$ cat src/design/ultrasonic_echo_ranger_core_defines.svh
// Assertion macros shared by the ranger RTL.
// ERC_ASSERT is disabled while reset is asserted; ERC_ASSERT_NR also checks during reset.
`ifndef ULTRASONIC_ECHO_RANGER_CORE_DEFINES_SVH
`define ULTRASONIC_ECHO_RANGER_CORE_DEFINES_SVH
`ifndef SYNTHESIS
`define ERC_ASSERT(lbl, prop, msg) \
  lbl: assert property (@(posedge clk_i) disable iff (!rst_ni) (prop)) else $error(msg);
`define ERC_ASSERT_NR(lbl, prop, msg) \
  lbl: assert property (@(posedge clk_i) (prop)) else $error(msg);
`else
`define ERC_ASSERT(lbl, prop, msg)
`define ERC_ASSERT_NR(lbl, prop, msg)
`endif
`endif

$ cat src/design/erc_pkg.sv
`timescale 1ns / 1ps
`default_nettype none

package erc_pkg;

  localparam int unsigned SAMPLES    = 5;
  localparam int unsigned CM_DIVISOR = 58;

  localparam int unsigned TRIG_W    = 10;
  localparam int unsigned GAP_W     = 17;
  localparam int unsigned ECHO_W    = 16;
  localparam int unsigned SUM_W     = 19;
  localparam int unsigned IDX_W     = 3;
  localparam int unsigned DIST_W    = 15;
  localparam int unsigned CFG_IDX_W = 2;
  localparam int unsigned CFG_DAT_W = 17;

  localparam logic [TRIG_W-1:0] TRIG_RESET  = 10'd20;
  localparam logic [GAP_W-1:0]  GAP_RESET   = 17'd50000;
  localparam logic [ECHO_W-1:0] LIMIT_RESET = 16'd65535;

  localparam logic [SUM_W-1:0]  SUM_MAX  = '1;
  localparam logic [DIST_W-1:0] DIST_MAX = '1;

  // Distance = (sum * 16) / (SAMPLES * 58). The division is an exact reciprocal
  // multiplication: with S = N + ceil(log2 D) and M = ceil(2^S / D), the error
  // M*D - 2^S stays below 2^(S-N), so floor(n*M / 2^S) = floor(n / D) for n < 2^N.
  localparam int unsigned     DIST_DIV  = SAMPLES * CM_DIVISOR;
  localparam int unsigned     NUM_W     = SUM_W + 4;
  localparam int unsigned     DIV_SHIFT = NUM_W + $clog2(DIST_DIV);
  localparam longint unsigned RECIP     =
      ((64'd1 << DIV_SHIFT) + DIST_DIV - 1) / DIST_DIV;
  localparam int unsigned     RECIP_W   = NUM_W + 1;
  localparam int unsigned     PROD_W    = SUM_W + RECIP_W;
  localparam int unsigned     QUO_SHIFT = DIV_SHIFT - 4;
  localparam int unsigned     QUO_W     = PROD_W - QUO_SHIFT;

  localparam int unsigned IN_TDATA_W  = 8;
  localparam int unsigned OUT_TDATA_W = 24;

  typedef enum logic [2:0] {
    PH_IDLE     = 3'd0,
    PH_TRIG     = 3'd1,
    PH_WAIT     = 3'd2,
    PH_MEAS     = 3'd3,
    PH_GAP      = 3'd4,
    PH_GAP_LAST = 3'd5
  } phase_e;

  typedef enum logic [CFG_IDX_W-1:0] {
    CFG_TRIGGER    = 2'd0,
    CFG_GAP        = 2'd1,
    CFG_ECHO_LIMIT = 2'd2
  } cfg_reg_e;

  typedef struct packed {
    logic [DIST_W-1:0] distance_q4;
    logic              result_valid;
    logic              busy_res;
    logic              trig_level;
  } result_t;

endpackage

`default_nettype wire

$ cat src/design/ultrasonic_echo_ranger_core.sv
`timescale 1ns / 1ps
`default_nettype none
`include "ultrasonic_echo_ranger_core_defines.svh"

// Averaged ultrasonic time-of-flight ranger. Every input request is one
// microsecond tick carrying a start request and the sampled echo pin level;
// every request yields exactly one result with the trigger pin level, a busy
// flag, a one-tick result valid and the averaged distance in sixteenths of a
// centimeter (the last value is held between results). The block takes one
// request per clock cycle: a request is captured in an input register, the
// sequencer and the reciprocal divider update the state in one pass, and the
// result is written into an output register when that pass fires. Input and
// output registers decouple the two streams, so throughput stays at one
// request per cycle as long as the result side keeps up. Configuration writes
// are taken in any cycle and are meant to happen while no sequence runs.
module ultrasonic_echo_ranger_core (
  input  wire logic                               clk_i,
  input  wire logic                               rst_ni,
  // tdata: [0] start_req, [1] echo_level, upper bits zero
  input  wire logic [erc_pkg::IN_TDATA_W-1:0]     s_axis_tdata,
  input  wire logic                               s_axis_tvalid,
  output logic                                    s_axis_tready,
  // tdata: [0] trig_level, [1] busy_res, [2] result_valid, [17:3] distance_q4
  output logic [erc_pkg::OUT_TDATA_W-1:0]         m_axis_tdata,
  output logic                                    m_axis_tvalid,
  input  wire logic                               m_axis_tready,
  input  wire logic                               cfg_valid_i,
  output logic                                    cfg_ready_o,
  input  wire logic [erc_pkg::CFG_IDX_W-1:0]      cfg_index_i,
  input  wire logic [erc_pkg::CFG_DAT_W-1:0]      cfg_data_i
);
  import erc_pkg::*;

  // Configuration registers
  logic [TRIG_W-1:0] trigger_us_q;
  logic [GAP_W-1:0]  gap_us_q;
  logic [ECHO_W-1:0] echo_limit_us_q;

  // Input register
  logic in_valid_q, in_valid_d;
  logic in_start_q, in_echo_q;

  // Sequencer state
  phase_e            phase_q, phase_d;
  logic [GAP_W-1:0]  phase_ticks_q, phase_ticks_d;
  logic [ECHO_W-1:0] echo_width_q, echo_width_d;
  logic [SUM_W-1:0]  width_sum_q, width_sum_d;
  logic [IDX_W-1:0]  sample_index_q, sample_index_d;
  logic [DIST_W-1:0] held_distance_q, held_distance_d;

  // Output register
  logic    out_valid_q, out_valid_d;
  result_t out_q, out_d;

  logic s_accept, out_free, fire;
  logic result_valid;

  logic [GAP_W-1:0]  ticks_inc;
  logic              gap_done;
  logic [SUM_W:0]    sum_ext;
  logic [SUM_W-1:0]  sum_sat;
  logic [IDX_W:0]    sample_next;
  logic              last_sample;
  logic [PROD_W-1:0] prod;
  logic [QUO_W-1:0]  quo;
  logic [DIST_W-1:0] distance;

  assign cfg_ready_o = 1'b1;

  always_ff @(posedge clk_i or negedge rst_ni) begin
    if (!rst_ni) begin
      trigger_us_q    <= TRIG_RESET;
      gap_us_q        <= GAP_RESET;
      echo_limit_us_q <= LIMIT_RESET;
    end else if (cfg_valid_i) begin
      unique case (cfg_index_i)
        CFG_TRIGGER:    trigger_us_q    <= cfg_data_i[TRIG_W-1:0];
        CFG_GAP:        gap_us_q        <= cfg_data_i[GAP_W-1:0];
        CFG_ECHO_LIMIT: echo_limit_us_q <= cfg_data_i[ECHO_W-1:0];
        default:        ;
      endcase
    end
  end

  // Handshake: the pass fires when the input register holds a request and the
  // output register is empty or being drained this cycle.
  assign out_free      = !out_valid_q || m_axis_tready;
  assign fire          = in_valid_q && out_free;
  assign s_axis_tready = !in_valid_q || out_free;
  assign s_accept      = s_axis_tvalid && s_axis_tready;

  always_comb begin
    in_valid_d = in_valid_q;
    if (s_accept) begin
      in_valid_d = 1'b1;
    end else if (fire) begin
      in_valid_d = 1'b0;
    end
  end

  always_comb begin
    out_valid_d = out_valid_q;
    if (fire) begin
      out_valid_d = 1'b1;
    end else if (m_axis_tready) begin
      out_valid_d = 1'b0;
    end
  end

  // Datapath helpers
  assign ticks_inc   = phase_ticks_q + GAP_W'(1);
  assign gap_done    = ticks_inc >= gap_us_q;
  assign sum_ext     = {1'b0, width_sum_q} + (SUM_W + 1)'(echo_width_q);
  assign sum_sat     = sum_ext[SUM_W] ? SUM_MAX : sum_ext[SUM_W-1:0];
  assign sample_next = {1'b0, sample_index_q} + (IDX_W + 1)'(1);
  assign last_sample = sample_next >= (IDX_W + 1)'(SAMPLES);

  assign prod     = PROD_W'(width_sum_q) * PROD_W'(RECIP);
  assign quo      = prod[PROD_W-1:QUO_SHIFT];
  assign distance = (quo > QUO_W'(DIST_MAX)) ? DIST_MAX : DIST_W'(quo);

  // Next state
  always_comb begin
    phase_d         = phase_q;
    phase_ticks_d   = phase_ticks_q;
    echo_width_d    = echo_width_q;
    width_sum_d     = width_sum_q;
    sample_index_d  = sample_index_q;
    held_distance_d = held_distance_q;
    result_valid    = 1'b0;
    unique case (phase_q)
      PH_IDLE: begin
        if (in_start_q) begin
          width_sum_d    = '0;
          sample_index_d = '0;
          echo_width_d   = '0;
          phase_d        = PH_TRIG;
          phase_ticks_d  = GAP_W'(1);
        end
      end
      PH_TRIG: begin
        if (phase_ticks_q >= GAP_W'(trigger_us_q)) begin
          phase_d       = PH_WAIT;
          phase_ticks_d = '0;
        end else begin
          phase_ticks_d = ticks_inc;
        end
      end
      PH_WAIT: begin
        if (in_echo_q) begin
          echo_width_d = (echo_limit_us_q != '0) ? ECHO_W'(1) : '0;
          phase_d      = PH_MEAS;
        end
      end
      PH_MEAS: begin
        if (in_echo_q) begin
          if (echo_width_q >= echo_limit_us_q) begin
            echo_width_d = echo_limit_us_q;
          end else begin
            echo_width_d = echo_width_q + ECHO_W'(1);
          end
        end else begin
          width_sum_d    = sum_sat;
          phase_d        = last_sample ? PH_GAP_LAST : PH_GAP;
          sample_index_d = sample_next[IDX_W-1:0];
          phase_ticks_d  = '0;
        end
      end
      PH_GAP, PH_GAP_LAST: begin
        phase_ticks_d = ticks_inc;
        if (gap_done) begin
          if (phase_q == PH_GAP_LAST) begin
            held_distance_d = distance;
            result_valid    = 1'b1;
            phase_d         = PH_IDLE;
            phase_ticks_d   = '0;
          end else begin
            phase_d       = PH_TRIG;
            phase_ticks_d = GAP_W'(1);
          end
        end
      end
      default: begin
        phase_d       = PH_IDLE;
        phase_ticks_d = '0;
      end
    endcase
  end

  // Result fields show the state after this tick.
  always_comb begin
    out_d.trig_level   = (phase_d == PH_TRIG);
    out_d.busy_res     = (phase_d != PH_IDLE);
    out_d.result_valid = result_valid;
    out_d.distance_q4  = held_distance_d;
  end

  always_ff @(posedge clk_i or negedge rst_ni) begin
    if (!rst_ni) begin
      in_valid_q      <= 1'b0;
      out_valid_q     <= 1'b0;
      phase_q         <= PH_IDLE;
      phase_ticks_q   <= '0;
      echo_width_q    <= '0;
      width_sum_q     <= '0;
      sample_index_q  <= '0;
      held_distance_q <= '0;
    end else begin
      in_valid_q  <= in_valid_d;
      out_valid_q <= out_valid_d;
      if (fire) begin
        phase_q         <= phase_d;
        phase_ticks_q   <= phase_ticks_d;
        echo_width_q    <= echo_width_d;
        width_sum_q     <= width_sum_d;
        sample_index_q  <= sample_index_d;
        held_distance_q <= held_distance_d;
      end
    end
  end

  always_ff @(posedge clk_i) begin
    if (s_accept) begin
      in_start_q <= s_axis_tdata[0];
      in_echo_q  <= s_axis_tdata[1];
    end
    if (fire) begin
      out_q <= out_d;
    end
  end

  assign m_axis_tvalid = out_valid_q;
  assign m_axis_tdata  = OUT_TDATA_W'(out_q);

  `ERC_ASSERT_NR(a_trig_implies_busy,
    (m_axis_tvalid && out_q.trig_level) |-> out_q.busy_res,
    "Trigger driven while the result reports idle")
  `ERC_ASSERT(a_distance_from_last_gap,
    (held_distance_q != $past(held_distance_q)) |-> ($past(phase_q) == PH_GAP_LAST),
    "Held distance changed outside the end of the final pause")
  `ERC_ASSERT(a_last_gap_count,
    (phase_q == PH_GAP_LAST) |-> (sample_index_q == IDX_W'(SAMPLES)),
    "Final pause entered with a wrong sample count")
  `ERC_ASSERT(a_mid_gap_count,
    (phase_q == PH_GAP) |-> ({1'b0, sample_index_q} < (IDX_W + 1)'(SAMPLES)),
    "Intermediate pause after the last sample")

endmodule

`default_nettype wire
$ cat config.mk
export PLATFORM = sky130hd
export DESIGN_NAME = ultrasonic_echo_ranger_core
export DESIGN_NICKNAME = d
export VERILOG_FILES = /design/src/design/erc_pkg.sv /design/src/design/ultrasonic_echo_ranger_core.sv
export VERILOG_INCLUDE_DIRS = /design/src /design/src/design
export SDC_FILE = /design/constraint.sdc
export NUM_CORES = 1
export LEC_CHECK = 0
export ABC_CLOCK_PERIOD_IN_PS = 5700
export BUFFER_PORTS_ARGS = -buffer_cell sky130_fd_sc_hd__buf_2
export CORE_MARGIN = 2
export CORE_UTILIZATION = 42
export DETAILED_ROUTE_END_ITERATION = 16
export PLACE_DENSITY = 0.57
export SLEW_MARGIN = 20
export SYNTH_ARGS = -nofsm -noshare
export SYNTH_HDL_FRONTEND = slang
export SYNTH_SLANG_ARGS = --single-unit
$ cat constraint.sdc
create_clock -name clk_i -period 5.7 [get_ports clk_i]
set_input_delay 0 -clock clk_i [delete_from_list [all_inputs] [get_ports clk_i]]
set_output_delay 0 -clock clk_i [all_outputs]
set_load 0.05 [all_outputs]
; ---- Word level (Yosys, flattened, before mapping)
; Cells that the tools add are included.
[totals]
latch_bits = 0
output_inout_bits = 27
regBits = 138
memories = 0
romBits = 0
ram_bits = 0
word_cells = 98
[op_classes]
order_cmp = 5
n_div = 0
n_eq_ne = 12
bitwise_logic = 1
n_shift = 0
reduce_logical = 22
muxes = 36
multipliers = 1
n_addsub = 4
[ops]
columns = cell, count
row1 = 17-bit case mux with 5 select lines, 1
row2 = 17-bit two-way mux, 4
row3 = 16-bit two-way mux, 4
row4 = 15-bit two-way mux, 4
row5 = 19-bit two-way mux, 3
row6 = 16-bit case mux with 3 select lines, 1
row7 = "19-bit by 24-bit multiplier with 43-bit output, second input constant", 1
row8 = 19-bit case mux with 2 select lines, 1
row9 = 3-bit two-way mux, 7
row10 = 19-bit by 16-bit adder with 20-bit output, 1
row11 = "17-bit by 1-bit adder with 17-bit output, second input constant", 1
row12 = 17-bit by 10-bit greater-or-equal comparator with 1-bit output, 1
row13 = 17-bit greater-or-equal comparator, 1
row14 = "16-bit by 1-bit adder with 16-bit output, second input constant", 1
row15 = 16-bit greater-or-equal comparator, 1
row16 = 16-bit nonzero test, 1
row17 = "15-bit > comparator, second input constant", 1
row18 = 3-bit case mux with 5 select lines, 1
row19 = 1-bit two-way mux, 9
row20 = "2-bit != test, second input constant", 4
row21 = 2-bit AND reduction, 4
row22 = 4-bit AND reduction, 2
row23 = "3-bit by 1-bit == test with 1-bit output, second input constant", 2
row24 = "3-bit by 2-bit == test with 1-bit output, second input constant", 2
row25 = 16 further kinds, 23

; ---- Depth between registers and ports, before layout
; Gate-level depths: netlist of run 1.
[depth]
word_depth = 6
mapped_depth = 22
depth_no_buf = 22

; ---- Worst setup path before layout of run 1
; OpenSTA, ideal clock, no wires.
[synth_timing]
kind = register -> register
from = reg width_sum_q[16]
to = reg out_q, in the netlist m_axis_tdata[17] (data pin)
slack_ns = -0.599
t_required_ns = 5.440
t_arrival_ns = 6.040
period_less_slack_ns = 6.299
stages_incl_launch_ff = 21
cell_sequence = dfrtp_1 fa_1 inv_1 fa_1 inv_1 fa_1 fa_1 fa_1 inv_1 fa_1 inv_1 ha_1 a211o_1 a2111o_1 o22ai_1 a31oi_1 nand3_1 nor4b_4 a21oi_1 xnor2_1 mux2_2
[synth_via]
elab_chain_cells = 6
[synth_lines]
columns = item, line
row1 = start: declaration, ultrasonic_echo_ranger_core.sv:47  ; logic [SUM_W-1:0] width_sum_q, width_sum_d;
row2 = start signal: assignment, ultrasonic_echo_ranger_core.sv:215  ; width_sum_q <= width_sum_d;
row3 = 19-bit by 24-bit multiplier with 43-bit output *, ultrasonic_echo_ranger_core.sv:118  ; assign prod = PROD_W'(width_sum_q) * PROD_W'(RECIP);
row4 = 15-bit > comparator, ultrasonic_echo_ranger_core.sv:120  ; assign distance = (quo > QUO_W'(DIST_MAX)) ? DIST_MAX : DIST_W'(quo);
row5 = 15-bit two-way mux *, ultrasonic_echo_ranger_core.sv:120
row6 = 15-bit two-way mux *, ultrasonic_echo_ranger_core.sv:172  ; if (phase_q == PH_GAP_LAST) begin
row7 = 15-bit two-way mux *, ultrasonic_echo_ranger_core.sv:171  ; if (gap_done) begin
row8 = 15-bit two-way mux *, ultrasonic_echo_ranger_core.sv:131  ; unique case (phase_q)
row9 = via held_distance_d[14], ultrasonic_echo_ranger_core.sv:49  ; logic [DIST_W-1:0] held_distance_q, held_distance_d;
row10 = end signal: assignment, ultrasonic_echo_ranger_core.sv:228  ; out_q <= out_d;
row11 = end: declaration, ultrasonic_echo_ranger_core.sv:53  ; result_t out_q, out_d;
; Mark *: on every way through the listed nets, which the timed path passes. The rest lies on a longest branch.
; A chain may end at the register's enable or synchronous reset.

; ---- Final worst setup path of run 1
; Ends and elaborated chain as after synthesis.

==> run_results.csv, run 1 <==
group,metric,value,unit
run_status,status,"finished, violations left",
run_status,violations,"setup timing",
cells_and_area,multi_input_area,10800,um^2
timing,min_period,6020,ps
logic_synthesis,synth_seq_cells,138,
global_route,first_global_vias,11800,
detailed_routing,wl_met2,18.7,mm
cells_and_area,diodes,0,
clocking,root_buffer,"clkbuf_16",
global_route,antenna_found_initial,0,
logic_synthesis,ys_warn_count,0,
clocking,cts_tree,"built",
clocking,path_clk_slew,60,ps
timing,fmax,0.166,GHz
detailed_routing,wirelength,37.7,mm
detailed_routing,wl_met3,857,um
run,cap_violations,0,
logic_synthesis,syn_inst,1580,
cells_and_area,finalNetCount,2208,
timing,hold_violations,0,
clocking,htreeDepth,4,
logic_synthesis,yosys.area.top_type_share,0.206,
detailed_routing,routed_via_density,5.00,
cells_and_area,area_delta_synth_final,20.3,%
logic_synthesis,ys_types,66,
timing,period_share,1.06,
clocking,clkSinkCount,138,
floorplanning,dieWidth,195,um
global_route,grt_max_degree,72,
timing,rsz0062_at_grt,"yes",
logic_synthesis,seq_area_frac_synth,0.233,
logic_synthesis,async_flop_share,0.855,
place,dpl.hpwl,30.9,mm
timing,final-setup-viol-count,23,
logic_synthesis,synth_area_leader_cell,"fa_1",
detailed_routing,wl_per_cell,16.7,um
logic_synthesis,yosys_most_used_dff,"dfrtp_1",
logic_synthesis,ys_top_cells_by_area,"fa_1, ha_1, dfrtp_1",
clocking,cts_buffer_depth,2,
place,place_worst_setup_slack,-586,ps
critical_path,critPathMaxFanout,5,
detailed_routing,drtPass1Iterations,5,
floorplanning,start_util,0.423,
floorplanning,core_area,36300,um^2
critical_path,cp-end-kind,"flip-flop",
global_route,grt_pass1_wl,61.7,mm
global_route,grt_overflow,0,
place,finalWeightedCongestion,0.906,
cells_and_area,n_fill_cell,3303,
critical_path,start_kind,"flip-flop",
timing,final.setup.tns,-4490,ps
global_route,grt_usage,0.206,
cells_and_area,drive_gt1_frac,0.221,
logic_synthesis,syn_area,15400,um^2
floorplanning,ioPinCount,59,
cells_and_area,fin_util,0.509,
detailed_routing,vias,11300,
timing,slew_headroom,0.316,
logic_synthesis,synth-edff-count,20,
floorplanning,rows,70,
detailed_routing,ant_nets,0,
floorplanning,die_area,38100,um^2
detailed_routing,wl_met1,17.5,mm
timing,finalWorstSetupSlack,-325,ps
critical_path,arrival,6200,ps
critical_path,required,5880,ps
floorplanning,die_h,195,um
min_path,hold_class,"primary input to flip-flop",
clocking,clk_latency,430,ps
timing,finalMaxSlewViolations,0,
clocking,numCtsBuffers,17,
detailed_routing,top_layer,"met4",
cells_and_area,seq_area,3590,um^2
detailed_routing,drcViolationCount,0,
timing,clock_skew,12.5,ps
critical_path,crit_type,"flip-flop to flip-flop",
detailed_routing,drtIter0Drc,469,
place,portBuffers,45,
logic_synthesis,syn_area_per_cell,9.73,um^2
timing,tightest_slew,1020,ps
## metrics by stage
step	hold slack, ps	cells	instance area [um^2]
finish	50.0	2262	18500
global route	115	2262	18500
CTS	40.1	2258	18200
detailed placement	64.2	2197	17100
global placement	64.9	2197	17100
floorplan	-296	1585	15500
## path summary, 6_finish.rpt
kind                                  from                to  slack [ps]  cells after the start
max                        width_sum_q[16]  m_axis_tdata[17]        -320                     21
min                         cfg_index_i[1]   trigger_us_q[4]          50                      5
max reg2reg                width_sum_q[16]  m_axis_tdata[17]        -320                     21
min reg2reg                     in_valid_q     m_axis_tvalid         490                      1
max in group asynchronous           rst_ni   width_sum_q[17]        4120                      3
min in group asynchronous           rst_ni   echo_width_q[5]         130                      2
## layout by cell type (no fill, tap or decap), drive strengths merged, types with 7 or more instances in the layout
| cell type | n |
|---|---|
| nor2b | 12 |
| edfxtp | 20 |
| xor2 | 19 |
| mux2 | 56 |
| a31oi | 11 |
| o21ai | 87 |
| xnor2 | 28 |
| a21o | 25 |
| fa | 158 |
| a21oi | 72 |
| ha | 237 |
| nor2 | 36 |
| nand2b | 11 |
| a211oi | 10 |
| a22o | 10 |
| or3 | 11 |
| clkbuf | 20 |
| and3 | 20 |
| nand3 | 27 |
| conb | 7 |
| nor4 | 8 |
| dfrtp | 94 |
| dfstp | 24 |
| nand2 | 96 |
| dlygate4sd3 | 23 |
| buf | 190 |
| nand4 | 11 |
| o22ai | 17 |
| o21a | 7 |
| nor3 | 21 |
| inv | 364 |
## synthesized netlist by cell type (25+ instances only)
cell type and count:
mux2_2 54, a21oi_1 72, dfrtp_1 94, nor2_1 35
inv_1 358, nand2_1 96, ha_1 237, fa_1 158
nand3_1 26, xnor2_1 28, o21ai_0 86, a21o_1 25
## area by class of cell
| class | instances | share of cell area |
|---|---|---|
| clock buffers | 20 | 0.0259 |
| clock inverters | 12 | 0.00582 |
| well taps | 468 | 0.0317 |
| flip-flops and latches | 138 | 0.194 |
| repair buffers | 213 | 0.0853 |
| inverters | 360 | 0.0732 |
| multi-input cells | 1051 | 0.584 |
## cells by family after synthesis
logic type,synth area share
fa+ha+maj,0.399
simple gates,0.0891
compound gates,0.108
flops,0.233
mux,0.0435
buf+inv,0.100
other cells,0.000489
xor+xnor,0.0268
## worst max-delay path: stages (launching register included)
cell and delay, ps:
dfrtp_2 420, fa_2 680, buf_6 130, inv_4 30, fa_1 510, inv_2 40, fa_1 500, fa_1 420
fa_1 500, inv_2 40, fa_1 510, inv_2 50, ha_4 150, a211o_1 290, a2111o_1 340, o22ai_4 150
a31oi_4 160, nand3_2 100, nor4b_4 230, a21oi_1 120, xnor2_1 150, mux2_4 260
## routing by layer
layer,track usage,vias to the layer above
li1,-,5582
met1,0.274,5540
met2,0.355,142
met3,0.0269,42
met4,0.0557,0
met5,0,-
## registers in the layout, summed over array words and instances, names as in the netlist
name,flops
in_start_q,1
gap_us_q,17
echo_limit_us_q,16
in_valid_q,1
sample_index_q,3
in_echo_q,1
phase_ticks_q,17
m_axis_tdata,18
width_sum_q,19
echo_width_q,16
m_axis_tvalid,1
held_distance_q,15
phase_q,3
trigger_us_q,10
## repair_timing
action,4_1_cts,5_1_grt
resized for setup,51,43
gates cloned,0,0
endpoints found under the hold margin,96,0
buffers inserted,7,4
pin swaps,29,13
hold buffers,23,0
endpoints found under the setup margin,26,29
Power of run 1 is not shown: default switching activity piles up to over one toggle a cycle in this logic, so the estimate is an artifact.
==> inputs of run 2 (changes only) <==
Settings changed: ABC_AREA set to 0, ABC_CLOCK_PERIOD_IN_PS 5700 to 6800, PLACE_DENSITY 0.57 to 0.55, SETUP_SLACK_MARGIN set to 0.15.
Clock period 5.7 ns to 6.8 ns, I/O delays scaled along.
==> run_results.csv, run 2 (same netlist as run 1, synthesis figures left out) <==
group,metric,value,unit
critical_path,crit_path_cell_trace,"fa_1 -> fa_1 -> inv_1 -> fa_1 -> fa_1 -> inv_1 -> fa_1 -> inv_1 -> fa_1 -> inv_1 -> ha_1 -> a21o_1 -> a21o_1 -> a21oi_1 -> o21ai_0 -> a31o_2 -> nor4b_4 -> a21oi_1 -> xnor2_1 -> mux2_2",
critical_path,start_kind,"flip-flop",
critical_path,crit_type,"flip-flop to flip-flop",
timing,tightest_slew,940,ps
cells_and_area,finalNetCount,2096,
clocking,cts_tree,"built",
detailed_routing,wirelength,35.9,mm
floorplanning,die_h,195,um
detailed_routing,vias,11000,
cells_and_area,regMostFlops,"width_sum_q",
critical_path,required,6990,ps
detailed_routing,wl_per_cell,16.7,um
detailed_routing,drtPass1Iterations,5,
timing,slew_headroom,0.371,
floorplanning,rows,70,
timing,final-setup-viol-count,0,
floorplanning,start_util,0.423,
clocking,numCtsBuffers,17,
critical_path,crit_top_cell,"fa_1",
clocking,path_clk_slew,70,ps
detailed_routing,drcViolationCount,0,
run,cap_violations,0,
timing,rsz0062_at_grt,"yes",
timing,clock_skew,21.9,ps
detailed_routing,ant_nets,0,
cells_and_area,mostFrequentLayoutCells,"inv_1, ha_1, fa_1",
place,finalWeightedCongestion,0.899,
timing,hold_violations,0,
global_route,grt_overflow,0,
run_status,status,"completed",
timing,min_period,6350,ps
cells_and_area,largest_reg_flops,19,
timing,fmax,0.158,GHz
cells_and_area,diodes,0,
critical_path,crit_slowest_cell,"fa_1",
timing,final.setup.tns,0,ps
clocking,clkSinkCount,138,
clocking,clk_latency,450,ps
place,portBuffers,45,
place,dpl.hpwl,29.3,mm
critical_path,critPathMaxFanout,7,
critical_path,cp_slowest_stage_delay,620,ps
clocking,root_buffer,"clkbuf_16",
cells_and_area,area_delta_synth_final,11.2,%
critical_path,arrival,6540,ps
detailed_routing,drtIter0Drc,545,
timing,period_share,0.934,
timing,finalMaxSlewViolations,0,
floorplanning,ioPinCount,59,
clocking,cts_buffer_depth,2,
global_route,grt_pass1_wl,58.8,mm
floorplanning,die_area,38100,um^2
global_route,grt_usage,0.197,
global_route,antenna_found_initial,0,
global_route,first_global_vias,11100,
floorplanning,dieWidth,195,um
cells_and_area,drive_gt1_frac,0.127,
clocking,htreeDepth,4,
cells_and_area,final_common_cell,"inv_1",
global_route,grt_max_degree,63,
min_path,hold_class,"primary input to flip-flop",
critical_path,cp-end-kind,"flip-flop",
detailed_routing,routed_via_density,5.09,
floorplanning,core_area,36300,um^2
-- run 2: cell types whose count changed in the layout (fill, tap and decap cells not counted), moves of 6 or more --
cell,previous run,this run
a21oi_2,8,0
o21ai_0,73,85
a21oi_1,62,72
inv_1,352,358
o21ai_1,10,2
buf_6,8,0
ha_4,13,0
ha_1,223,237
buf_4,138,34
-- run 2: final timing paths --
path	from	to	slack [ps]	cells past startpoint
setup / recovery	width_sum_q[16]	m_axis_tdata[17]	450	20
hold reg to reg	held_distance_q[4]	held_distance_q[4]	480	2
setup reg to reg	width_sum_q[16]	m_axis_tdata[17]	450	20
hold / removal	cfg_index_i[1]	trigger_us_q[4]	50	5
max in group asynchronous	rst_ni	held_distance_q[10]	5310	3
min in group asynchronous	rst_ni	echo_width_q[4]	160	2
-- run 2: through the flow --
step                hold slack [ps]  std cells  utilization  setup WS (ps)  cell area [um^2]
floorplan                      -296       1585            -            501             15400
global placement                132       2094        0.448            326             16300
detailed placement              127       2094        0.448            279             16300
CTS                            37.7       2149        0.470            238             17100
global route                   86.6       2150        0.470            132             17100
finish                         51.5       2150        0.470            451             17100
-- run 2: final cells by class --
type	count	area, um^2
Fill cell	3398	19300
Tap cell	468	586
Timing Repair Buffer	101	706
Sequential cell	138	3580
Clock buffer	19	443
Multi-Input combinational cell	1051	10300
Inverter	360	1350
Clock inverter	13	110
-- run 2: layer usage --
layer | up-vias | GRT usage | wire, um
li1 | 5369 | - | -
met1 | 5390 | 0.265 | 17000
met2 | 145 | 0.334 | 17200
met3 | 46 | 0.0250 | 876
met4 | 0 | 0.0571 | 860
met5 | - | 0 | 0
-- run 2: what timing repair did --
| item | 4_1_cts | 5_1_grt |
|---|---|---|
| hold buffers | 23 | 0 |
| setup buffers | 0 | 1 |
| resized for setup | 0 | 5 |
| endpoints found under the hold margin | 91 | 0 |
| setup endpoints to repair | 0 | 10 |
-- run 2: worst max-delay path, delay by kind of cell, from the launching register on --
kind | cells | cell delay (ps)
buf+inv | 4 | 190
compound gates | 6 | 1180
fa+ha+maj | 7 | 3620
mux | 1 | 270
simple gates | 1 | 290
xor+xnor | 1 | 150
flops | 1 | 400
Power of run 2 is left out for the same reason.
==> inputs of run 3 (changes only) <==
Settings changed: CELL_PAD_IN_SITES_DETAIL_PLACEMENT set to 2, CELL_PAD_IN_SITES_GLOBAL_PLACEMENT set to 2, PLACE_DENSITY 0.55 to 0.84.
==> run_results.csv, run 3 (same netlist as run 1, synthesis figures left out) <==
group,metric,value,unit
critical_path,start_kind,"flip-flop",
floorplanning,die_h,195,um
cells_and_area,diodes,0,
timing,fmax,0.146,GHz
detailed_routing,top_layer,"met4",
run_status,status,"finished, violations left",
timing,period_share,1.01,
floorplanning,dieWidth,195,um
clocking,cts_tree,"built",
cells_and_area,stdcell_area,17600,um^2
clocking,htreeDepth,4,
floorplanning,ioPinCount,59,
detailed_routing,drtIter0Drc,763,
timing,hold_violations,0,
place,place_worst_setup_slack,-124,ps
critical_path,regToRegSetupSlack,-70,ps
critical_path,critPathMaxFanout,4,
detailed_routing,wl_met2,35.3,mm
cells_and_area,n_fill_cell,3763,
timing,tightest_slew,1110,ps
min_path,hold_class,"primary input to flip-flop",
place,finalWeightedCongestion,0.896,
global_route,grt_max_degree,67,
detailed_routing,wl_per_cell,32.3,um
global_route,antenna_found_initial,0,
critical_path,worst-path-buf-inv,7,
timing,fin_hold_ws,40.1,ps
clocking,cts_buffer_depth,2,
floorplanning,die_area,38100,um^2
critical_path,arrival,7090,ps
place,placed_area,16300,um^2
timing,slew_headroom,0.260,
critical_path,crit_family,"adder cells",
cells_and_area,area_delta_synth_final,14.7,%
cells_and_area,multi_input_area,10600,um^2
global_route,first_global_vias,15300,
run,cap_violations,0,
timing,rsz0062_at_grt,"yes",
detailed_routing,routed_via_density,6.05,
detailed_routing,wl_met1,24.8,mm
timing,finalWorstSetupSlack,-70.6,ps
critical_path,crit_type,"flip-flop to flip-flop",
clocking,clkSinkCount,138,
detailed_routing,vias,13200,
clocking,numCtsBuffers,17,
timing,min_period,6870,ps
place,portBuffers,45,
detailed_routing,drcViolationCount,0,
detailed_routing,ant_nets,0,
critical_path,crit_top_cell,"fa_1",
global_route,grt_overflow,0,
floorplanning,rows,70,
cells_and_area,finalNetCount,2123,
floorplanning,start_util,0.423,
cells_and_area,mostFrequentLayoutCells,"inv_1, ha_1, fa_1",
critical_path,cp-end-kind,"flip-flop",
cells_and_area,final_common_cell,"inv_1",
detailed_routing,wl_met3,3.78,mm
critical_path,required,7020,ps
timing,final-setup-viol-count,4,
clocking,clk_latency,490,ps
clocking,root_buffer,"clkbuf_16",
run_status,violations,"setup timing",
cells_and_area,drive_gt1_frac,0.175,
critical_path,crit_path_cell_trace,"inv_2 -> fa_2 -> fa_1 -> fa_1 -> inv_1 -> fa_1 -> fa_1 -> inv_1 -> fa_1 -> inv_1 -> ha_1 -> nand4_1 -> a21oi_1 -> o211ai_1 -> a31oi_2 -> buf_4 -> nand3_4 -> nor4b_4 -> buf_4 -> buf_6 -> xnor2_4 -> mux2_4",
cells_and_area,seq_area,3590,um^2
timing,finalMaxSlewViolations,0,
critical_path,cp_slowest_stage_delay,640,ps
clocking,path_clk_slew,80,ps
floorplanning,core_area,36300,um^2
cells_and_area,regMostFlops,"width_sum_q",
timing,clock_skew,23.5,ps
detailed_routing,drtPass1Iterations,5,
global_route,grt_usage,0.349,
global_route,grt_pass1_wl,98.0,mm
cells_and_area,largest_reg_flops,19,
place,dpl.hpwl,42.9,mm
critical_path,crit_slowest_cell,"fa_2",
detailed_routing,wirelength,70.4,mm
## run 3: changes by cell type in the layout (fill, tap and decap cells not counted), moves of 5 or more
cell and change:
buf_4 +22, o21ai_0 -5, ha_2 +6, ha_4 +5
fa_1 -14, fa_2 +14, ha_1 -11, inv_2 +11
inv_1 -12
## run 3: worst reg2reg max path: cells and delay by family, from the launching register on
family | cells | cell delay [ps]
adder cells (fa/ha/maj) | 7 | 3790
XOR/XNOR | 1 | 120
buffers and inverters | 7 | 870
AO/OA/AOI/OAI | 3 | 740
multiplexers | 1 | 270
AND/OR/NAND/NOR | 3 | 420
flip-flops | 1 | 390
## run 3: layer usage
metal | GRT usage | vias up
met3 | 0.0675 | 342
li1 | - | 5412
met1 | 0.360 | 6822
met2 | 0.628 | 601
met4 | 0.264 | 0
met5 | 0 | -
## run 3: area by class of cell
class | instances | share of cell area
multi-input cells | 1051 | 0.600
repair buffers | 128 | 0.0531
clock inverters | 14 | 0.00930
well taps | 468 | 0.0332
inverters | 360 | 0.0769
clock buffers | 18 | 0.0243
flip-flops and latches | 138 | 0.204
## run 3: repair_timing
item,CTS,global route
setup buffers,5,23
setup endpoints to repair,20,17
resized for setup,29,51
hold buffers,23,0
pin swaps,14,41
endpoints found under the hold margin,101,0
## run 3: final timing paths
| check | start | end | cells past startpoint |
|---|---|---|---|
| setup / recovery | width_sum_q[1] | m_axis_tdata[15] | 22 |
| hold / removal | cfg_index_i[1] | trigger_us_q[4] | 5 |
| setup reg to reg | width_sum_q[1] | m_axis_tdata[15] | 22 |
| hold reg to reg | gap_us_q[13] | gap_us_q[13] | 1 |
| max in group asynchronous | rst_ni | width_sum_q[14] | 3 |
| min in group asynchronous | rst_ni | trigger_us_q[3] | 2 |
## run 3: through the flow
step / cells / utilization / TNS, ps
CTS: 2154 / 0.474 / 0
global placement: 2094 / 0.448 / 0
floorplan: 1585 / - / 0
finish: 2177 / 0.485 / -198
detailed placement: 2094 / 0.448 / -290
global route: 2177 / 0.485 / -307
Power of run 3 is left out for the same reason.
